`src/hw/rtl/lexbuf_ram.sv`:
```
// ----------------------------------------------------------------------------
// lexbuf_ram
// Generic simple dual-port RAM: one write port, one registered read port.
// ----------------------------------------------------------------------------
`default_nettype none

module lexbuf_ram #(
  parameter int WIDTH = 8,
  parameter int DEPTH = 256
) (
  input  wire logic                     clk,
  input  wire logic                     wr_en,
  input  wire logic [$clog2(DEPTH)-1:0] wr_addr,
  input  wire logic [WIDTH-1:0]         wr_data,
  input  wire logic                     rd_en,
  input  wire logic [$clog2(DEPTH)-1:0] rd_addr,
  output logic      [WIDTH-1:0]         rd_data
);

  logic [WIDTH-1:0] mem [DEPTH];

  // Write port
  always_ff @(posedge clk) begin
    if (wr_en) begin
      mem[wr_addr] <= wr_data;
    end
  end

  // Registered read port, holds its data between reads
  always_ff @(posedge clk) begin
    if (rd_en) begin
      rd_data <= mem[rd_addr];
    end
  end

endmodule

`default_nettype wire

```
`config.mk`:
```
export PLATFORM = sky130hd
export DESIGN_NAME = lexbuf_ram
export DESIGN_NICKNAME = d
export VERILOG_FILES = /design/src/hw/rtl/lexbuf_ram.sv
export SDC_FILE = /design/constraint.sdc
export NUM_CORES = 2
export LEC_CHECK = 0
export BUFFER_PORTS_ARGS = -buffer_cell sky130_fd_sc_hd__buf_4
export CORE_MARGIN = 5
export CORE_UTILIZATION = 35
export DETAILED_ROUTE_END_ITERATION = 7
export PLACE_DENSITY = 0.46
export SYNTH_ARGS = -nofsm -noshare
export SYNTH_HDL_FRONTEND = slang
export SYNTH_SLANG_ARGS = --single-unit
```
`constraint.sdc`:
```
create_clock -name clk -period 5 [get_ports clk]
set_clock_uncertainty 0.05 [all_clocks]
set_input_delay 1 -clock clk [delete_from_list [all_inputs] [get_ports clk]]
set_output_delay 1 -clock clk [all_outputs]
set_load 0.05 [all_outputs]
```
==> results.md <==
- Longest Clk Path Bufs: 3
- Final std cells w/o fill: 7197
- Post-synth ARST share: 0
- Vias: 38800
- Cts repair resizes: 0
- Leak: roughly 28 nW
- Startpoint types: primary input
- Synthesized area per cell: 21.3 µm²
- # placed instances: 6795
- Final ANT Viol Nets: 0
- Status: finished clean
- RSZ-0062 raised after global routing: no
- Number of I/O pins: 35
- Die X: 487 µm
- Hold Buf Count CTS: 0
- Mapped Area: 79600 µm²
- Slew HR: 0.134
- Post-synth EDFFs: ~2100
- Root cell of the clock tree: clkbuf_16
- Clk_lat worst skew: ~0.85 ns
- Ys Warns: 0
- Flip-flop and latch area: between 60000 and 70000 µm²
- Max Freq: about 0.26 GHz
- Die ar.: about 240000 µm²
- Die height: 487 µm
- Post-CTS Setup Bufs: 0
- CTS H-tree lvls: 4
- Yosys cell types: 54
- Post-synth top cells: edfxtp_1 (2056), mux4_2 (454), nor2_1 (282)
- Max-slew violations: 0
- Critical-path maximum fanout: 28
- Area leader, netlist: edfxtp_1
- Layout cell share with drive strength beyond 1: 0.253
- Largest net degree at the start of global routing: roughly 130
- Buffers on Ports: 34
- Fin crit share: 0.763
- Hpwl dp: between 100000 and 150000 µm
- Main area contributors after synthesis: edfxtp_1 (78%), mux4_2 (13%), mux2i_1 (1.7%)
- Count leader, synth: edfxtp_1
- Worst setup EP type: flop
- Global-route wire length before repair: 315000 µm
- Area Overhead vs Synth: 14.8%
- Crit Path Category: in2reg
- Multi-input logic area: roughly 17000 µm²
- GRT Resource Usage Total: 0.186
- CTS sink cnt: ~2000
- Slew @ Worst Pin: ~1.3 ns
- Clock buffer count from CTS: between 200 and 250
- Synth Net Count: between 3000 and 4000
- Clock transition at the registers of the reported paths: 0.06 ns
- Synth Instances: ~3700
- Main synth FF type: edfxtp_1
- Data arrival, critical path: between 4 and 5 ns
- First-pass iteration count of the detailed router: 5
- Post-synthesis sequential area ratio: 0.775
- Vias in the first global route: 39800
- Final setup viols: 0
- # rows: between 150 and 200
- Fillers: just over 20000
- Minimum clock period: 3.81 ns
- Power Density: 397 nW/µm²
- Share of the synthesized area in the top cell type: 0.775
- GR Overflow Total: 0
- Initial core utilization: 0.351
- DRT Wirelength: ~220000 µm
- Vias per cell: roughly 5.4
- DR iter-0 viols: just over 4000
- Synthesized flop and latch total: 2056
- CTS tree: built
- Setup TNS: 0 ns
- Initial antenna violation count: 24
- Maximum VDD drop: around 0.00035 V
- Core Region: approximately 230000 µm²
- Nets: 4030
- Req. time, crit path: around 5.5 ns
- Final number of hold-violating endpoints: 0
- Hold Path Class: in2reg
- # DRC: 0
- # Max-Cap Violations: 0
- Avg WL per Cell: 30.8 µm
- Routability cong.: 0.799
## placed cells by master, fill, tap and decap left out, types with 13 or more instances in the layout
cell type	Yosys	layout
clkbuf_1	111	48
o22ai_1	28	28
nand3_1	34	30
edfxtp_1	2056	2056
nor2_1	282	279
clkinv_1	1	55
nand2_1	33	33
buf_12	8	35
a21oi_1	96	96
mux4_2	454	454
a22oi_1	133	133
clkbuf_16	0	218
buf_4	27	241
nor2b_1	31	28
mux2i_1	134	134
nor4_1	24	24
bufinv_16	0	14
a221oi_1	13	13
nor3_1	22	22
clkinv_2	0	43
a211oi_1	16	16
o221ai_1	46	46
## per-stage QoR
stage	worst slack [ns]	hold slack (ns)	power, W	cell area, µm²	utilization
finish	1.19	0.483	0.0363	91400	0.403
global route	1.20	0.423	0.0375	91400	0.403
CTS	1.24	0.409	0.0367	91400	0.403
detailed placement	0.322	1.18	0.0213	84700	0.373
global placement	0.315	1.18	0.0213	84700	0.373
floorplan	1.87	0.814	0.0203	79600	-
## cell type report
cell class,instances,share of cell area
Antenna cell,9,0.000246
Clock buffer,266,0.0616
Clock inverter,127,0.0117
Inverter,2,0.0000821
Multi-Input combinational cell,1442,0.181
Sequential cell,2056,0.675
Tap cell,3009,0.0412
Timing Repair Buffer,286,0.0291
## cell families (layout without fill, tap and decap cells)
kind of cell	after synthesis	count (layout)	synth area share
simple gates	466	466	0.0263
compound gates	385	385	0.0342
flops	2056	2056	0.775
buf+inv	235	681	0.0183
other cells	0	9	0
mux	591	591	0.146
## routing by layer
| metal | up-vias | part of all wire | global-route usage |
|---|---|---|---|
| li1 | 16300 | - | - |
| met1 | 21100 | 0.45 | 0.272 |
| met2 | 1168 | 0.48 | 0.297 |
| met3 | 252 | 0.055 | 0.0295 |
| met4 | 0 | 0.018 | 0.0381 |
| met5 | - | 0 | 0 |
## report_power, final
part / switching (W) / internal [W] / total, W
clock network: 0.00669 / 0.00870 / 0.0154
logic: 0.00124 / 0.000641 / 0.00188
registers: 0.0000165 / 0.0190 / 0.0190
## registers in the layout, summed over array words and instances, names as in the netlist
name	flops
mem	2048
rd_data	8
## final timing paths
kind,start,endpoint,slack [ns],cells past startpoint
setup / recovery,rd_addr[0],rd_data[3],1.19,9
hold / removal,rd_en,rd_data[5],0.48,1
setup reg to reg,mem[82][5],rd_data[5],1.74,7
hold reg to reg,mem[103][3],rd_data[3],1.18,5
## worst max-delay path: stages
cell,delay [ns]
buf_8,0.34
buf_12,0.28
buf_12,0.25
mux4_2,0.54
a22oi_1,0.21
a31oi_1,0.21
nor4_1,1.07
buf_4,0.27
nor4_1,0.05
Note: power is estimated with default switching activity, not from simulation.
